===== config.mk =====
export PLATFORM = sky130hd
export DESIGN_NAME = dual_led_blink_controller_core
export DESIGN_NICKNAME = d
export VERILOG_FILES = /design/src/rtl/dlbc_pkg.sv /design/src/rtl/dual_led_blink_controller_core.sv
export SDC_FILE = /design/constraint.sdc
export NUM_CORES = 1
export LEC_CHECK = 0
export BUFFER_PORTS_ARGS = -buffer_cell sky130_fd_sc_hd__buf_2
export CORE_MARGIN = 1
export CORE_UTILIZATION = 58
export CTS_CLUSTER_DIAMETER = 150
export DETAILED_ROUTE_END_ITERATION = 8
export PLACE_DENSITY = 0.8
export SKIP_LAST_GASP = 1
export SYNTH_ARGS = -nofsm -noshare
export SYNTH_HDL_FRONTEND = slang
export SYNTH_SLANG_ARGS = --single-unit

===== constraint.sdc =====
create_clock -name clk -period 3.8 [get_ports clk]
set_input_delay 0.57 -clock clk [delete_from_list [all_inputs] [get_ports clk]]
set_output_delay 0.57 -clock clk [all_outputs]
set_load 0.01 [all_outputs]

===== src/rtl/dlbc_pkg.sv =====
`timescale 1ns / 1ps
`default_nettype none

package dlbc_pkg;

    // Item kinds and targets
    localparam logic OP_TICK    = 1'b0;
    localparam logic OP_COMMAND = 1'b1;
    localparam logic TGT_RGB    = 1'b0;
    localparam logic TGT_IND    = 1'b1;

    // RGB commands
    localparam logic [1:0] RGB_SET_COLOR = 2'd0;
    localparam logic [1:0] RGB_BLINK     = 2'd1;
    localparam logic [1:0] RGB_STOP      = 2'd2;
    localparam logic [1:0] RGB_IGNORED   = 2'd3;

    // Indicator commands
    localparam logic [1:0] IND_ON    = 2'd0;
    localparam logic [1:0] IND_OFF   = 2'd1;
    localparam logic [1:0] IND_BLINK = 2'd2;
    localparam logic [1:0] IND_STOP  = 2'd3;

    // Register indexes (paddr[2])
    localparam logic REG_DEFAULT_INTERVAL = 1'b0;
    localparam logic REG_IND_POLARITY     = 1'b1;

    localparam logic [15:0] RESET_PERIOD_MS = 16'd1000;
    localparam logic [23:0] DARK_COLOR      = 24'h000000;

    typedef struct packed {
        logic        blinking;
        logic [15:0] period;
        logic [15:0] left;
        logic        phase_on;
        logic [14:0] countdown;
    } blinker_t;

    localparam blinker_t BLINKER_RESET = '{
        blinking:  1'b0,
        period:    RESET_PERIOD_MS,
        left:      16'd0,
        phase_on:  1'b0,
        countdown: 15'd0
    };

    // Half period, raised to one tick when it would be zero
    function automatic logic [14:0] half_of(input logic [15:0] period);
        logic [14:0] h;
        h = period[15:1];
        return (h == 15'd0) ? 15'd1 : h;
    endfunction

    // Begin a blink in the on phase
    function automatic blinker_t blink_start(
        input logic [15:0] interval,
        input logic [15:0] count,
        input logic [15:0] default_interval
    );
        blinker_t b;
        b.blinking  = 1'b1;
        b.period    = (interval == 16'd0) ? default_interval : interval;
        b.left      = count;
        b.phase_on  = 1'b1;
        b.countdown = half_of(b.period);
        return b;
    endfunction

    // Leave blink mode with the given lit state
    function automatic blinker_t go_steady(input blinker_t b_in, input logic lit);
        blinker_t b;
        b          = b_in;
        b.blinking = 1'b0;
        b.phase_on = lit;
        return b;
    endfunction

    // Advance one millisecond
    function automatic blinker_t blink_tick(input blinker_t b_in);
        blinker_t b;
        b = b_in;
        if (b.blinking) begin
            if (b.countdown > 15'd1) begin
                b.countdown = b.countdown - 15'd1;
            end else begin
                b.phase_on  = !b.phase_on;
                b.countdown = half_of(b.period);
                if ((b.left != 16'd0) && !b.phase_on) begin
                    b.left = b.left - 16'd1;
                    if (b.left == 16'd0) begin
                        b.blinking  = 1'b0;
                        b.phase_on  = 1'b0;
                        b.countdown = 15'd0;
                    end
                end
            end
        end
        return b;
    endfunction

endpackage

`default_nettype wire


===== src/rtl/dual_led_blink_controller_core.sv =====
`timescale 1ns / 1ps
`default_nettype none

// Each item passes through the input register, then the result register. Throughput: one
// item per cycle while out_stall does not hold the result; the LED state update is a single step.
// A waiting result does not block intake while the input register is free.
// Reset (rst_n low, asynchronous): both LEDs steady and dark, periods 1000 ms,
// default interval 1000 ms, indicator active high, pipeline empty.
module dual_led_blink_controller_core (
    input  wire logic        clk,
    input  wire logic        rst_n,
    // Input channel
    input  wire logic        in_valid,
    output logic             in_stall,
    input  wire logic        operation,
    input  wire logic        target,
    input  wire logic [1:0]  command,
    input  wire logic [23:0] color,
    input  wire logic [15:0] interval_ms,
    input  wire logic [15:0] count,
    // Result channel
    output logic             out_valid,
    input  wire logic        out_stall,
    output logic [23:0]      rgb_drive,
    output logic             indicator_pin,
    output logic             rgb_blinking,
    output logic             indicator_blinking,
    // Configuration port
    input  wire logic        psel,
    input  wire logic        penable,
    input  wire logic        pwrite,
    input  wire logic [2:0]  paddr,
    input  wire logic [31:0] pwdata,
    output logic [31:0]      prdata,
    output logic             pready
);

    // Configuration registers
    logic [15:0] default_interval_reg;
    logic        ind_active_high_reg;

    // Input register
    logic        s1_valid_reg;
    logic        s1_op_reg;
    logic        s1_target_reg;
    logic [1:0]  s1_cmd_reg;
    logic [23:0] s1_color_reg;
    logic [15:0] s1_interval_reg;
    logic [15:0] s1_count_reg;

    // LED state
    dlbc_pkg::blinker_t rgb_reg, rgb_next;
    dlbc_pkg::blinker_t ind_reg, ind_next;
    logic [23:0] rgb_shown_reg, rgb_shown_next;
    logic [23:0] rgb_blink_color_reg, rgb_blink_color_next;

    // Result register
    logic        out_valid_reg;
    logic [23:0] rgb_drive_reg;
    logic        ind_pin_reg;
    logic        rgb_blinking_reg;
    logic        ind_blinking_reg;

    logic advance;
    logic s1_load;
    logic cfg_write;

    // Pipeline moves when the result register is free or being taken
    assign advance  = !out_valid_reg || !out_stall;
    assign s1_load  = !s1_valid_reg || advance;
    assign in_stall = !s1_load;

    // Configuration access
    assign pready    = 1'b1;
    assign cfg_write = psel && penable && pwrite && pready;

    always_comb
    begin
        unique case (paddr[2])
            dlbc_pkg::REG_DEFAULT_INTERVAL: prdata = {16'd0, default_interval_reg};
            dlbc_pkg::REG_IND_POLARITY:     prdata = {31'd0, ind_active_high_reg};
            default:                        prdata = 32'd0;
        endcase
    end

    always_ff @(posedge clk or negedge rst_n)
    begin
        if (!rst_n)
        begin
            default_interval_reg <= dlbc_pkg::RESET_PERIOD_MS;
            ind_active_high_reg  <= 1'b1;
        end
        else if (cfg_write)
        begin
            if (paddr[2] == dlbc_pkg::REG_DEFAULT_INTERVAL)
            begin
                default_interval_reg <= pwdata[15:0];
            end
            else
            begin
                ind_active_high_reg <= pwdata[0];
            end
        end
    end

    // Capture the input item
    always_ff @(posedge clk or negedge rst_n)
    begin
        if (!rst_n)
        begin
            s1_valid_reg <= 1'b0;
        end
        else if (s1_load)
        begin
            s1_valid_reg <= in_valid;
        end
    end

    always_ff @(posedge clk)
    begin
        if (s1_load && in_valid)
        begin
            s1_op_reg       <= operation;
            s1_target_reg   <= target;
            s1_cmd_reg      <= command;
            s1_color_reg    <= color;
            s1_interval_reg <= interval_ms;
            s1_count_reg    <= count;
        end
    end

    // Apply the item to the LED state
    always_comb
    begin
        rgb_next             = rgb_reg;
        ind_next             = ind_reg;
        rgb_shown_next       = rgb_shown_reg;
        rgb_blink_color_next = rgb_blink_color_reg;

        if (s1_op_reg == dlbc_pkg::OP_TICK)
        begin
            if (rgb_reg.blinking)
            begin
                rgb_next       = dlbc_pkg::blink_tick(rgb_reg);
                rgb_shown_next = rgb_next.phase_on ? rgb_blink_color_reg
                                                   : dlbc_pkg::DARK_COLOR;
            end
            ind_next = dlbc_pkg::blink_tick(ind_reg);
        end
        else if (s1_target_reg == dlbc_pkg::TGT_RGB)
        begin
            unique case (s1_cmd_reg)
                dlbc_pkg::RGB_SET_COLOR:
                begin
                    rgb_next       = dlbc_pkg::go_steady(rgb_reg, 1'b0);
                    rgb_shown_next = s1_color_reg;
                end
                dlbc_pkg::RGB_BLINK:
                begin
                    rgb_next = dlbc_pkg::blink_start(s1_interval_reg, s1_count_reg,
                                                     default_interval_reg);
                    rgb_blink_color_next = s1_color_reg;
                    rgb_shown_next       = s1_color_reg;
                end
                dlbc_pkg::RGB_STOP:
                begin
                    rgb_next       = dlbc_pkg::go_steady(rgb_reg, 1'b0);
                    rgb_shown_next = dlbc_pkg::DARK_COLOR;
                end
                default:
                begin
                    rgb_next = rgb_reg;
                end
            endcase
        end
        else
        begin
            unique case (s1_cmd_reg) inside
                dlbc_pkg::IND_ON:
                begin
                    ind_next = dlbc_pkg::go_steady(ind_reg, 1'b1);
                end
                dlbc_pkg::IND_OFF, dlbc_pkg::IND_STOP:
                begin
                    ind_next = dlbc_pkg::go_steady(ind_reg, 1'b0);
                end
                default:
                begin
                    ind_next = dlbc_pkg::blink_start(s1_interval_reg, s1_count_reg,
                                                     default_interval_reg);
                end
            endcase
        end
    end

    // Hold state until an item reaches the result stage
    always_ff @(posedge clk or negedge rst_n)
    begin
        if (!rst_n)
        begin
            rgb_reg             <= dlbc_pkg::BLINKER_RESET;
            ind_reg             <= dlbc_pkg::BLINKER_RESET;
            rgb_shown_reg       <= dlbc_pkg::DARK_COLOR;
            rgb_blink_color_reg <= dlbc_pkg::DARK_COLOR;
            out_valid_reg       <= 1'b0;
        end
        else if (advance)
        begin
            out_valid_reg <= s1_valid_reg;
            if (s1_valid_reg)
            begin
                rgb_reg             <= rgb_next;
                ind_reg             <= ind_next;
                rgb_shown_reg       <= rgb_shown_next;
                rgb_blink_color_reg <= rgb_blink_color_next;
            end
        end
    end

    // Result register
    always_ff @(posedge clk)
    begin
        if (advance && s1_valid_reg)
        begin
            rgb_drive_reg    <= rgb_shown_next;
            ind_pin_reg      <= (ind_next.phase_on == ind_active_high_reg);
            rgb_blinking_reg <= rgb_next.blinking;
            ind_blinking_reg <= ind_next.blinking;
        end
    end

    assign out_valid          = out_valid_reg;
    assign rgb_drive          = rgb_drive_reg;
    assign indicator_pin      = ind_pin_reg;
    assign rgb_blinking       = rgb_blinking_reg;
    assign indicator_blinking = ind_blinking_reg;

endmodule

`default_nettype wire

After elaboration in Yosys (flattened, before gate mapping)
Cells that the tools add are included. Widths: inputs -> output; s select.

$add $sub $neg: 4. Magnitude comparators: 2. Equal/unequal tests: 13. Multiplexer cells: 35. Bitwise gates (word level): 5. Reductions and logical operators: 41.

Operators by type and width (number): $mux 49 (5); $pmux 49 s2 (2); $mux 32 (5); $mux 24 (4); $mux 15 (5); $pmux 32 s2 (1); $logic_not 16->1 (3); $mux 16 (3); $pmux 24 s2 (1); $logic_not 15->1 (3); $mux 17 (2); $reduce_bool 16->1 (2); $sub 16x1->16 const B (2); $gt 15x1->1 const B (2); $sub 15x1->15 const B (2); $reduce_and 6->1 (4); $reduce_and 8->1 (2); $ne 2x2->1 const B (6); $reduce_and 5->1 (2); $reduce_bool 2->1 (4); $mux 1 (7); $logic_and 1x1->1 (6); $logic_not 1->1 (6); $reduce_and 2->1 (3); 9 further kinds (18).

Bits in registers: 252. Input port bits: 102. Output and inout bits: 62. Logic and storage cells: 126.

Longest topological paths before layout
Gate-level depths: netlist of run 1.

Depth after elaboration: 10. Gate-level depth with buffers: 10. Gate-level depth less buffers: 8.

Worst setup path after synthesis of run 1
Ideal clock, no wire load.

Kind: in2reg. Start: in out_stall. End: reg ind_reg[2] (netlist bit). Setup time: 0.120 ns. Arrival: 2.668 ns. Required time: 3.680 ns. Setup slack: 1.011 ns. Stages: 7. Buffers on the path: 1. Path through: nand2_1 > nand2_1 > inv_1 > clkbuf_1 > o21ai_1 > a221o_1 > o211a_1.

Longest elaborated chain between the ends: 3.

Ends and longest elaborated chain: start, declared (line dual_led_blink_controller_core.sv:23) `input wire logic out_stall,`; $logic_not 1->1 (line dual_led_blink_controller_core.sv:69) `assign advance = !out_valid_reg || !out_stall;`; $logic_or 1x1->1 (line dual_led_blink_controller_core.sv:69); $reduce_and 6->1 (no source line); end signal, assigned (line dual_led_blink_controller_core.sv:202) `ind_reg <= dlbc_pkg::BLINKER_RESET;`; end signal, assigned (line dual_led_blink_controller_core.sv:213) `ind_reg <= ind_next;`; end, declared (line dual_led_blink_controller_core.sv:53) `dlbc_pkg::blinker_t ind_reg, ind_next;`.

No other way between the ends. A chain may end at the register's enable or synchronous reset.

Worst setup path after layout of run 1
Start: reg rgb_reg[16] (netlist bit). End: reg rgb_reg[0] (netlist bit).

Longest elaborated chain between the ends: 9. Elaborated cells between the ends (all ways): 11. Those cells by class: add/sub (1); mux (7); reduce/logical (3).

Ends and longest elaborated chain: start, declared (line dual_led_blink_controller_core.sv:52) `dlbc_pkg::blinker_t rgb_reg, rgb_next;`; start signal, assigned (line dual_led_blink_controller_core.sv:201) `rgb_reg <= dlbc_pkg::BLINKER_RESET;`; start signal, assigned (line dual_led_blink_controller_core.sv:212) `rgb_reg <= rgb_next;`; $sub 16x1->16 (line dlbc_pkg.sv:89) `b.left = b.left - 16'd1;`; $logic_not 16->1 (line dlbc_pkg.sv:90) `if (b.left == 16'd0) begin`; $mux 16 (line dlbc_pkg.sv:90); $mux 32 (*) (line dlbc_pkg.sv:88) `if ((b.left != 16'd0) && !b.phase_on) begin`; $mux 15 (*) (line dlbc_pkg.sv:83) `if (b.countdown > 15'd1) begin`; $mux 32 (*) (line dual_led_blink_controller_core.sv:142) `if (rgb_reg.blinking)`; $mux 32 (*) (line dual_led_blink_controller_core.sv:140) `if (s1_op_reg == dlbc_pkg::OP_TICK)`; $mux 49 (*) (line dual_led_blink_controller_core.sv:142); $mux 49 (*) (line dual_led_blink_controller_core.sv:140).

Every way passes the cells marked *; elsewhere a longest branch is shown, timed or not. The select of a mux whose other input is x is not followed.

==> results of run 1 <==
per-layer routing:
layer  GRT usage [%]  share of wire [%]
met1            37.0                 42
met2            46.3                 49
met3            4.19                6.0
met4            9.69                3.3
met5               0                  0
cells by family (layout without fill, tap and decap cells):
| family | Yosys count | count (layout) | share of synthesized area (%) |
|---|---|---|---|
| and+or+nand+nor | 380 | 380 | 15.2 |
| AOI/OAI and AO/OA | 328 | 328 | 17.6 |
| DFF | 250 | 250 | 55.3 |
| buffers and inverters | 106 | 227 | 4.06 |
| muxes | 53 | 53 | 4.88 |
| xor gates and xnor gates | 29 | 29 | 2.09 |
| adders and majority gates | 8 | 8 | 0.824 |
| other | 2 | 17 | 0.0618 |
cells in the mapped netlist (4+ instances only):
| cell type | n |
|---|---|
| a211oi_1 | 14 |
| a21o_1 | 23 |
| a21oi_1 | 57 |
| a221o_1 | 7 |
| a22o_1 | 14 |
| a22oi_1 | 9 |
| a31oi_1 | 16 |
| a32oi_1 | 6 |
| buf_2 | 13 |
| buf_4 | 17 |
| clkbuf_1 | 43 |
| dfrtp_1 | 144 |
| dfstp_2 | 19 |
| edfxtp_1 | 87 |
| ha_1 | 8 |
| inv_1 | 29 |
| mux2_2 | 50 |
| nand2_1 | 146 |
| nand2b_1 | 5 |
| nand3_1 | 14 |
| nand3b_1 | 5 |
| nand4_1 | 11 |
| nor2_1 | 93 |
| nor2b_1 | 20 |
| nor3_1 | 23 |
| nor3_2 | 4 |
| nor4_1 | 17 |
| o211ai_1 | 23 |
| o21ai_0 | 80 |
| o21ai_1 | 28 |
| o221ai_1 | 4 |
| o22ai_1 | 8 |
| o2bb2ai_1 | 7 |
| o31ai_1 | 7 |
| or3_1 | 7 |
| or4_1 | 7 |
| xnor2_1 | 15 |
| xor2_1 | 14 |
cells in the final DEF, fill, tap and decap left out, types with 5 or more instances in the layout:
cell,instances
nor4_1,17
a32oi_1,6
o21ai_0,80
or4_1,7
nor3_1,23
a22oi_1,9
a31oi_1,16
nand2_1,145
clkinv_2,8
mux2_2,50
nand3_1,14
dfrtp_1,144
nand2b_1,5
conb_1,17
o21ai_1,27
inv_1,29
nor2_1,93
dfstp_2,19
a221o_1,7
clkbuf_16,30
a22o_1,14
or3_1,7
o31ai_1,7
nor2b_1,20
buf_2,127
a21oi_1,57
edfxtp_1,87
o22ai_1,8
a211oi_1,14
buf_4,21
o211ai_1,23
xnor2_1,15
xor2_1,14
o2bb2ai_1,7
nand3b_1,5
a21o_1,23
ha_1,8
nand4_1,11
cell type report:
type,count,share of cell area (%)
clock inverters,13,1.01
multi-input cells,815,35.9
clock buffers,35,5.74
repair buffers,150,5.92
well taps,270,2.42
inverters,29,0.781
flip-flops and latches,250,48.2
per-stage QoR:
stage	std cells	hold slack (ns)
5_1_grt	1562	0.167
3_3_place_gp	1514	0.464
2_1_floorplan	1171	0.274
4_1_cts	1562	0.141
3_5_place_dp	1514	0.476
6_report	1562	0.117
power breakdown:
part | total (mW) | internal (mW) | switching, mW
registers | 3.91 | 3.40 | 0.516
logic | 2.08 | 0.915 | 1.17
clock network | 2.71 | 1.62 | 1.09
total | 8.71 | 5.93 | 2.77
final timing paths:
| check | from | slack, ns | to | cells after the start |
|---|---|---|---|---|
| min in group clk | color[13] | 0.18 | s1_color_reg[13]$_DFFE_PP_ | 1 |
| max in group asynchronous | rst_n | 2.83 | default_interval_reg[3]$_DFFE_PN1P_ | 2 |
| setup reg to reg | rgb_reg[16]$_DFFE_PN0P_ | 0.56 | rgb_reg[0]$_DFFE_PN0P_ | 9 |
| hold / removal | rst_n | 0.12 | rgb_blink_color_reg[6]$_DFFE_PN0P_ | 1 |
| setup / recovery | rgb_reg[16]$_DFFE_PN0P_ | 0.56 | rgb_reg[0]$_DFFE_PN0P_ | 9 |
| hold reg to reg | s1_valid_reg$_DFFE_PN0N_ | 0.50 | out_valid$_DFFE_PN0N_ | 1 |
worst max-delay path: cells and delay by family (launching register included):
| kind | cells | cell delay [ns] |
|---|---|---|
| compound gates | 1 | 0.12 |
| xor+xnor | 1 | 0.26 |
| fa+ha+maj | 1 | 0.38 |
| buf+inv | 2 | 0.42 |
| flops | 1 | 0.44 |
| simple gates | 4 | 1.49 |
==> flow_summary.yaml, run 1 <==
logic_synthesis:
  synthDominantCellAreaShare_pct: 29.7
  synthFlopType: "dfrtp_1"
  yosysWarnings: 0
  syn_inst: 1156
  syn_area_per_cell_um2: 10.5
  async_reset_ff_share_pct: 65.2
  synth-seq-cells: 250
  ys_types: 75
  yosysTopAreaCell: "dfrtp_1"
  synthesis.area_um2: 12100
  synth_edf_count: 87
  synth-seq-area-share_pct: 55.3
  ys_top_cells_by_area: "dfrtp_1 (30%), edfxtp_1 (22%), mux2_2 (4.6%)"
floorplan:
  dieArea_um2: 21500
  start_util_pct: 59.7
  core_area_um2: 20400
  rows: 52
  dieWidth_um: 147
  die_y_um: 147
  io_pins: 164
critical_path:
  slowest_stage: "nor4_4"
  endpoint_kind: "register"
  crit_chain: "inv_1 -> ha_1 -> nor3b_1 -> nand4_1 -> xnor2_1 -> nand4_1 -> nor4_4 -> buf_4 -> o221ai_1"
  cp.required_ns: 4.23
  critPathMaxFanout: 10
  cp-start-kind: "register"
  arrival_ns: 3.67
  crit_type: "register to register"
  max_stage_delay_ns: 0.59
  crit_path_frequent_cell: "nand4_1"
finish:
  area_growth_pct: 14.7
  register_area_um2: 6720
  n_fill_cell: 1482
  multi_input_area_um2: 5010
  drive_gt1_share_pct: 22.7
  final_core_util_pct: 68.4
  n_antenna_cell: 0
  final_area_um2: 13900
  nets: 1382
route:
  wl_um: 29300
  dr.pass1.iters: 5
  antenna_left: 0
  drtIter0Drc: 955
  drc_errors: 0
  vias: 9546
  vias_per_cell: 6.11
  wl_per_cell_um: 18.8
power:
  powerDensity_nw_per_um2: 625
  fin_total_pwr_mw: 8.71
  p_leak_nw: 5.97
  peakVddDrop_mv: 0.429
sta:
  setup_slack_ns: 0.558
  setup_viol: 0
  fmax_mhz: 308
  slew_violations: 0
  tightest_slew_ns: 1.12
  hold_violations: 0
  fin_crit_ns: 3.24
  tns_ns: 0
  fin_crit_sh_pct: 85.3
  grt_setup_unrepaired: "false"
  skew_ns: 0.0295
  slew_headroom_pct: 24.8
place:
  gp_congestion: 0.911
  dp_hpwl_um: 19300
  placed_area_um2: 13000
  portBuffers: 128
  dp_slack_ns: 0.726
grt:
  grt_overflow: 0
  grt_pass1_wl_um: 47600
  grtUsageTotal_pct: 27.7
  grt_antenna_before_repair: 0
  grt_max_degree: 92
  grt_pass1_vias: 9301
clock_network:
  clk_pin_slew_ns: 0.06
  clock_sinks: 250
  clock_path_buffers: 3
  ctsResizeCount: 0
  numCtsBuffers: 26
  clk_latency_ns: 0.56
  cts_tree: "done"
  cts_root_buffer: "clkbuf_16"
  cts-htree-levels: 1
  hold_buffers: 0
  cts_setup_buffers: 0
outcome:
  status: "complete, no violations"
worst_hold_path:
  holdCritPathClass: "primary input to asynchronous set/reset pin"
job:
  drv_cap: 0
No activity file was read; power rests on OpenSTA's default activity.
==> run 2: changes to the inputs <==
--- a/config.mk
+++ b/config.mk
@@ -6,9 +6,9 @@
 export NUM_CORES = 1
 export LEC_CHECK = 0
 export BUFFER_PORTS_ARGS = -buffer_cell sky130_fd_sc_hd__buf_2
+export CORE_ASPECT_RATIO = 2
 export CORE_MARGIN = 1
 export CORE_UTILIZATION = 58
-export CTS_CLUSTER_DIAMETER = 150
 export DETAILED_ROUTE_END_ITERATION = 8
 export PLACE_DENSITY = 0.8
 export SKIP_LAST_GASP = 1
==> flow_summary.yaml, run 2 (synthesis results as in run 1) <==
critical_path:
  endpoint_kind: "register"
  max_stage_delay_ns: 0.50
  critPathMaxFanout: 12
  cp.required_ns: 4.18
  critical_path_buf_inv_count: 2
  crit_type: "register to register"
  cp-start-kind: "register"
  crit_path_frequent_cell: "nand4_1"
  arrival_ns: 3.40
  crit_chain: "inv_1 -> ha_1 -> nor3b_1 -> nand4_1 -> xnor2_1 -> nand4_1 -> nor4_4 -> buf_4 -> o21ai_0"
  slowest_stage: "nor4_4"
  crit_family: "simple AND/OR/NAND/NOR gates"
sta:
  hold_violations: 0
  skew_ns: 0.0143
  slew_violations: 0
  fin_crit_sh_pct: 79.4
  setup_viol: 0
  timing.hold.ws_ns: 0.0826
  fmax_mhz: 332
  grt_setup_unrepaired: "false"
  slew_headroom_pct: 36.0
  tns_ns: 0
  tightest_slew_ns: 0.955
  fin_crit_ns: 3.02
grt:
  busiest_layer: "met2"
  grt_pass1_vias: 9980
  grt_max_degree: 80
  grt_antenna_before_repair: 0
  use_met1_pct: 32.7
  met2_usage_pct: 54.8
  grtUsageTotal_pct: 30.1
  grtUsageMet3_pct: 3.80
  grt_pass1_wl_um: 50500
  grt_overflow: 0
finish:
  n_antenna_cell: 0
  final_common_cell: "nand2_1"
  drive_gt1_share_pct: 22.3
  n_fill_cell: 1574
  area_growth_pct: 13.5
  layout_common_cells: "nand2_1 (145), dfrtp_1 (144), buf_2 (127), nor2_1 (93), edfxtp_1 (87)"
  nets: 1384
  final_cell_count_no_fill: 1557
route:
  drtIter0Drc: 722
  wl_per_cell_um: 20.4
  vias: 9686
  dr.pass1.iters: 6
  drc_errors: 0
  antenna_left: 0
  wl_um: 31700
  vias_per_cell: 6.22
clock_network:
  clk_latency_ns: 0.52
  cts_setup_buffers: 0
  cts-htree-levels: 1
  cts_root_buffer: "clkbuf_16"
  cts_tree: "done"
  clk_pin_slew_ns: 0.07
  hold_buffers: 0
  clock_sinks: 250
  ctsResizeCount: 0
  numCtsBuffers: 23
  clock_path_buffers: 3
place:
  gp_congestion: 0.921
  portBuffers: 128
  dp_hpwl_um: 21700
  dp.cells: 1515
floorplan:
  rows: 74
  die_y_um: 207
  dieWidth_um: 104
  start_util_pct: 59.4
  io_pins: 164
  dieArea_um2: 21600
  core_area_um2: 20500
power:
  powerDensity_nw_per_um2: 610
  p_leak_nw: 5.89
  peakVddDrop_mv: 0.499
job:
  drv_cap: 0
worst_hold_path:
  holdCritPathClass: "primary input to asynchronous set/reset pin"
outcome:
  status: "complete, no violations"
-- run 2: cell type report --
cell class	instances	area [µm²]	share of cell area [%]
clock buffer	30	612	4.44
clock inverter	12	148	1.07
inverter	29	109	0.790
multi-input combinational	815	5010	36.3
sequential	250	6720	48.7
tap	266	333	2.41
timing repair buffer	155	862	6.25
-- run 2: where the power goes --
| group | total (mW) | switching, mW | internal, mW |
|---|---|---|---|
| Sequential | 3.94 | 0.539 | 3.40 |
| Clock | 2.37 | 1.02 | 1.35 |
| Combinational | 2.11 | 1.18 | 0.930 |
| Total | 8.42 | 2.74 | 5.68 |
-- run 2: metrics by stage --
stage          utilization [%]  setup slack, ns  total power, mW  instance area (µm²)
3_3_place_gp              63.7            0.913             5.94                13000
3_5_place_dp              63.7            0.790             6.04                13000
2_1_floorplan                -             1.01             5.39                12200
4_1_cts                   67.4            0.785             8.42                13800
6_report                  67.4            0.784             8.42                13800
5_1_grt                   67.4            0.500             8.85                13800
-- run 2: path summary, 6_finish.rpt --
path | to | startpoint | slack, ns | cells past startpoint
setup / recovery | rgb_reg[4]$_DFFE_PN0P_ | rgb_reg[16]$_DFFE_PN0P_ | 0.78 | 9
hold / removal | s1_valid_reg$_DFFE_PN0N_ | rst_n | 0.08 | 1
setup reg to reg | rgb_reg[4]$_DFFE_PN0P_ | rgb_reg[16]$_DFFE_PN0P_ | 0.78 | 9
hold reg to reg | ind_reg[33]$_DFFE_PN0P_ | ind_reg[33]$_DFFE_PN0P_ | 0.49 | 2
max in group asynchronous | default_interval_reg[3]$_DFFE_PN1P_ | rst_n | 2.76 | 2
min in group clk | s1_count_reg[13]$_DFFE_PP_ | count[13] | 0.22 | 1
-- run 2: metal layers --
| layer | wire length [µm] | vias up |
|---|---|---|
| li1 | - | 4417 |
| met1 | 11000 | 4752 |
| met2 | 17100 | 406 |
| met3 | 1650 | 111 |
| met4 | 1940 | 0 |
| met5 | 0 | - |
==> run 3: changes to the inputs <==
--- a/config.mk
+++ b/config.mk
@@ -8,9 +8,9 @@
 export BUFFER_PORTS_ARGS = -buffer_cell sky130_fd_sc_hd__buf_2
 export CORE_ASPECT_RATIO = 2
 export CORE_MARGIN = 1
-export CORE_UTILIZATION = 58
+export CORE_UTILIZATION = 52
 export DETAILED_ROUTE_END_ITERATION = 8
-export PLACE_DENSITY = 0.8
+export PLACE_DENSITY = 0.76
 export SKIP_LAST_GASP = 1
 export SYNTH_ARGS = -nofsm -noshare
 export SYNTH_HDL_FRONTEND = slang
==> constraint.sdc (replaced) <==
create_clock -name clk -period 2.71 [get_ports clk]
set_input_delay 0.4065 -clock clk [delete_from_list [all_inputs] [get_ports clk]]
set_output_delay 0.4065 -clock clk [all_outputs]
set_load 0.01 [all_outputs]
==> flow_summary.yaml, run 3 (synthesis results as in run 1) <==
critical_path:
  crit_family: "compound AO/OA/AOI/OAI gates"
  critical_path.startpoint: "ind_reg[17]$_DFFE_PN0P_"
  crit_path_frequent_cell: "buf_4"
  slowest_stage: "or3b_4"
  critPathMaxFanout: 7
  rrSetupSlack_ns: 0.14
  critical_path_buf_inv_count: 3
  cp-start-kind: "register"
  max_stage_delay_ns: 0.43
  r2r-start: "ind_reg[17]$_DFFE_PN0P_"
  arrival_ns: 3.01
  cp.required_ns: 3.14
  crit_type: "register to register"
  crit_chain: "inv_1 -> ha_1 -> or3b_4 -> buf_4 -> a21o_1 -> a32o_2 -> o2111ai_4 -> buf_4 -> a22oi_1 -> a211oi_1"
  endpoint_kind: "register"
sta:
  setup_viol: 0
  timing.hold.ws_ns: 0.0297
  fmax_mhz: 389
  skew_ns: 0.0319
  slew_headroom_pct: 36.3
  hold_violations: 0
  slew_violations: 0
  fin_crit_ns: 2.57
  tightest_slew_ns: 0.951
  fin_crit_sh_pct: 94.9
power:
  powerDensity_nw_per_um2: 839
  p_leak_nw: 6.03
  peakVddDrop_mv: 0.630
  fin_total_pwr_mw: 11.8
worst_hold_path:
  holdCritPathClass: "primary input to register"
  hold_start: "color[2]"
floorplan:
  dieWidth_um: 110
  dieArea_um2: 24000
  io_pins: 164
  core_area_um2: 22800
  die_y_um: 218
  start_util_pct: 53.2
  rows: 78
job:
  drv_cap: 0
grt:
  grt_pass1_wl_um: 48500
  grt_overflow: 0
  grtUsageTotal_pct: 26.4
  grt_antenna_before_repair: 1
  grt_max_degree: 64
  grt_pass1_vias: 9533
clock_network:
  clock_sinks: 250
  numCtsBuffers: 24
  cts_root_buffer: "clkbuf_16"
  clk_latency_ns: 0.55
  clock_path_buffers: 3
  cts-htree-levels: 1
  cts_tree: "done"
  clk_pin_slew_ns: 0.06
route:
  drc_errors: 0
  drtIter0Drc: 728
  antenna_left: 0
  vias_per_cell: 6.03
  wl_um: 30900
  dr.pass1.iters: 7
  vias: 9633
  wl_per_cell_um: 19.3
place:
  portBuffers: 128
  gp_congestion: 0.942
  dp.cells: 1552
  dp_hpwl_um: 22000
finish:
  layout_common_cells: "nand2_1 (145), dfrtp_1 (144), buf_2 (127), nor2_1 (93), edfxtp_1 (87)"
  area_growth_pct: 15.8
  final_cell_count_no_fill: 1598
  nets: 1409
  drive_gt1_share_pct: 23.6
  final_common_cell: "nand2_1"
outcome:
  status: "complete, no violations"
==> run 3: cell type report <==
| cell class | instances | area, µm² |
|---|---|---|
| diodes | 1 | 2.50 |
| clock buffers | 30 | 623 |
| clock inverters | 14 | 114 |
| fillers | 1848 | 8770 |
| inverters | 29 | 109 |
| multi-input cells | 815 | 5020 |
| flip-flops and latches | 250 | 6720 |
| well taps | 280 | 350 |
| repair buffers | 179 | 1130 |
==> run 3: path summary, 6_finish.rpt <==
path                                                        to  cells past startpoint
max reg2reg                             ind_reg[8]$_DFFE_PN0P_                     10
max in group asynchronous  default_interval_reg[3]$_DFFE_PN1P_                      3
min reg2reg                rgb_blink_color_reg[11]$_DFFE_PN0P_                      1
min in group asynchronous        rgb_shown_reg[17]$_DFFE_PN0P_                      2
max                                     ind_reg[8]$_DFFE_PN0P_                     10
min                                  s1_color_reg[2]$_DFFE_PP_                      1
==> run 3: layer usage <==
metal  part of all wire (%)  global-route usage, %  vias up
met4                    4.7                   13.8        0
met5                      0                      0        -
met3                    4.0                   2.95       93
li1                       -                      -     4472
met2                     55                   48.3      331
met1                     37                   29.1     4737
==> run 3: repair_timing <==
item                                    in CTS  in global routing
buffers inserted                             0                  0
endpoints found under the hold margin       54                  0
endpoints found under the setup margin       0                 12
resized for setup                            0                  2
hold buffers                                 1                  0
==> run 3: where the power goes <==
group	internal, mW	switching (mW)
combinational	1.44	1.70
sequential	4.76	0.708
clock	1.75	1.46
==> run 3: stage by stage <==
stage,TNS [ns],worst slack [ns],cell area [µm²],util [%]
2_1_floorplan,0,0.0314,12200,-
4_1_cts,0,0.0223,14100,61.5
5_1_grt,-0.00853,-0.00518,14100,61.6
3_3_place_gp,0,0.134,13300,58.3
3_5_place_dp,0,0.0684,13300,58.3
6_report,0,0.138,14100,61.6
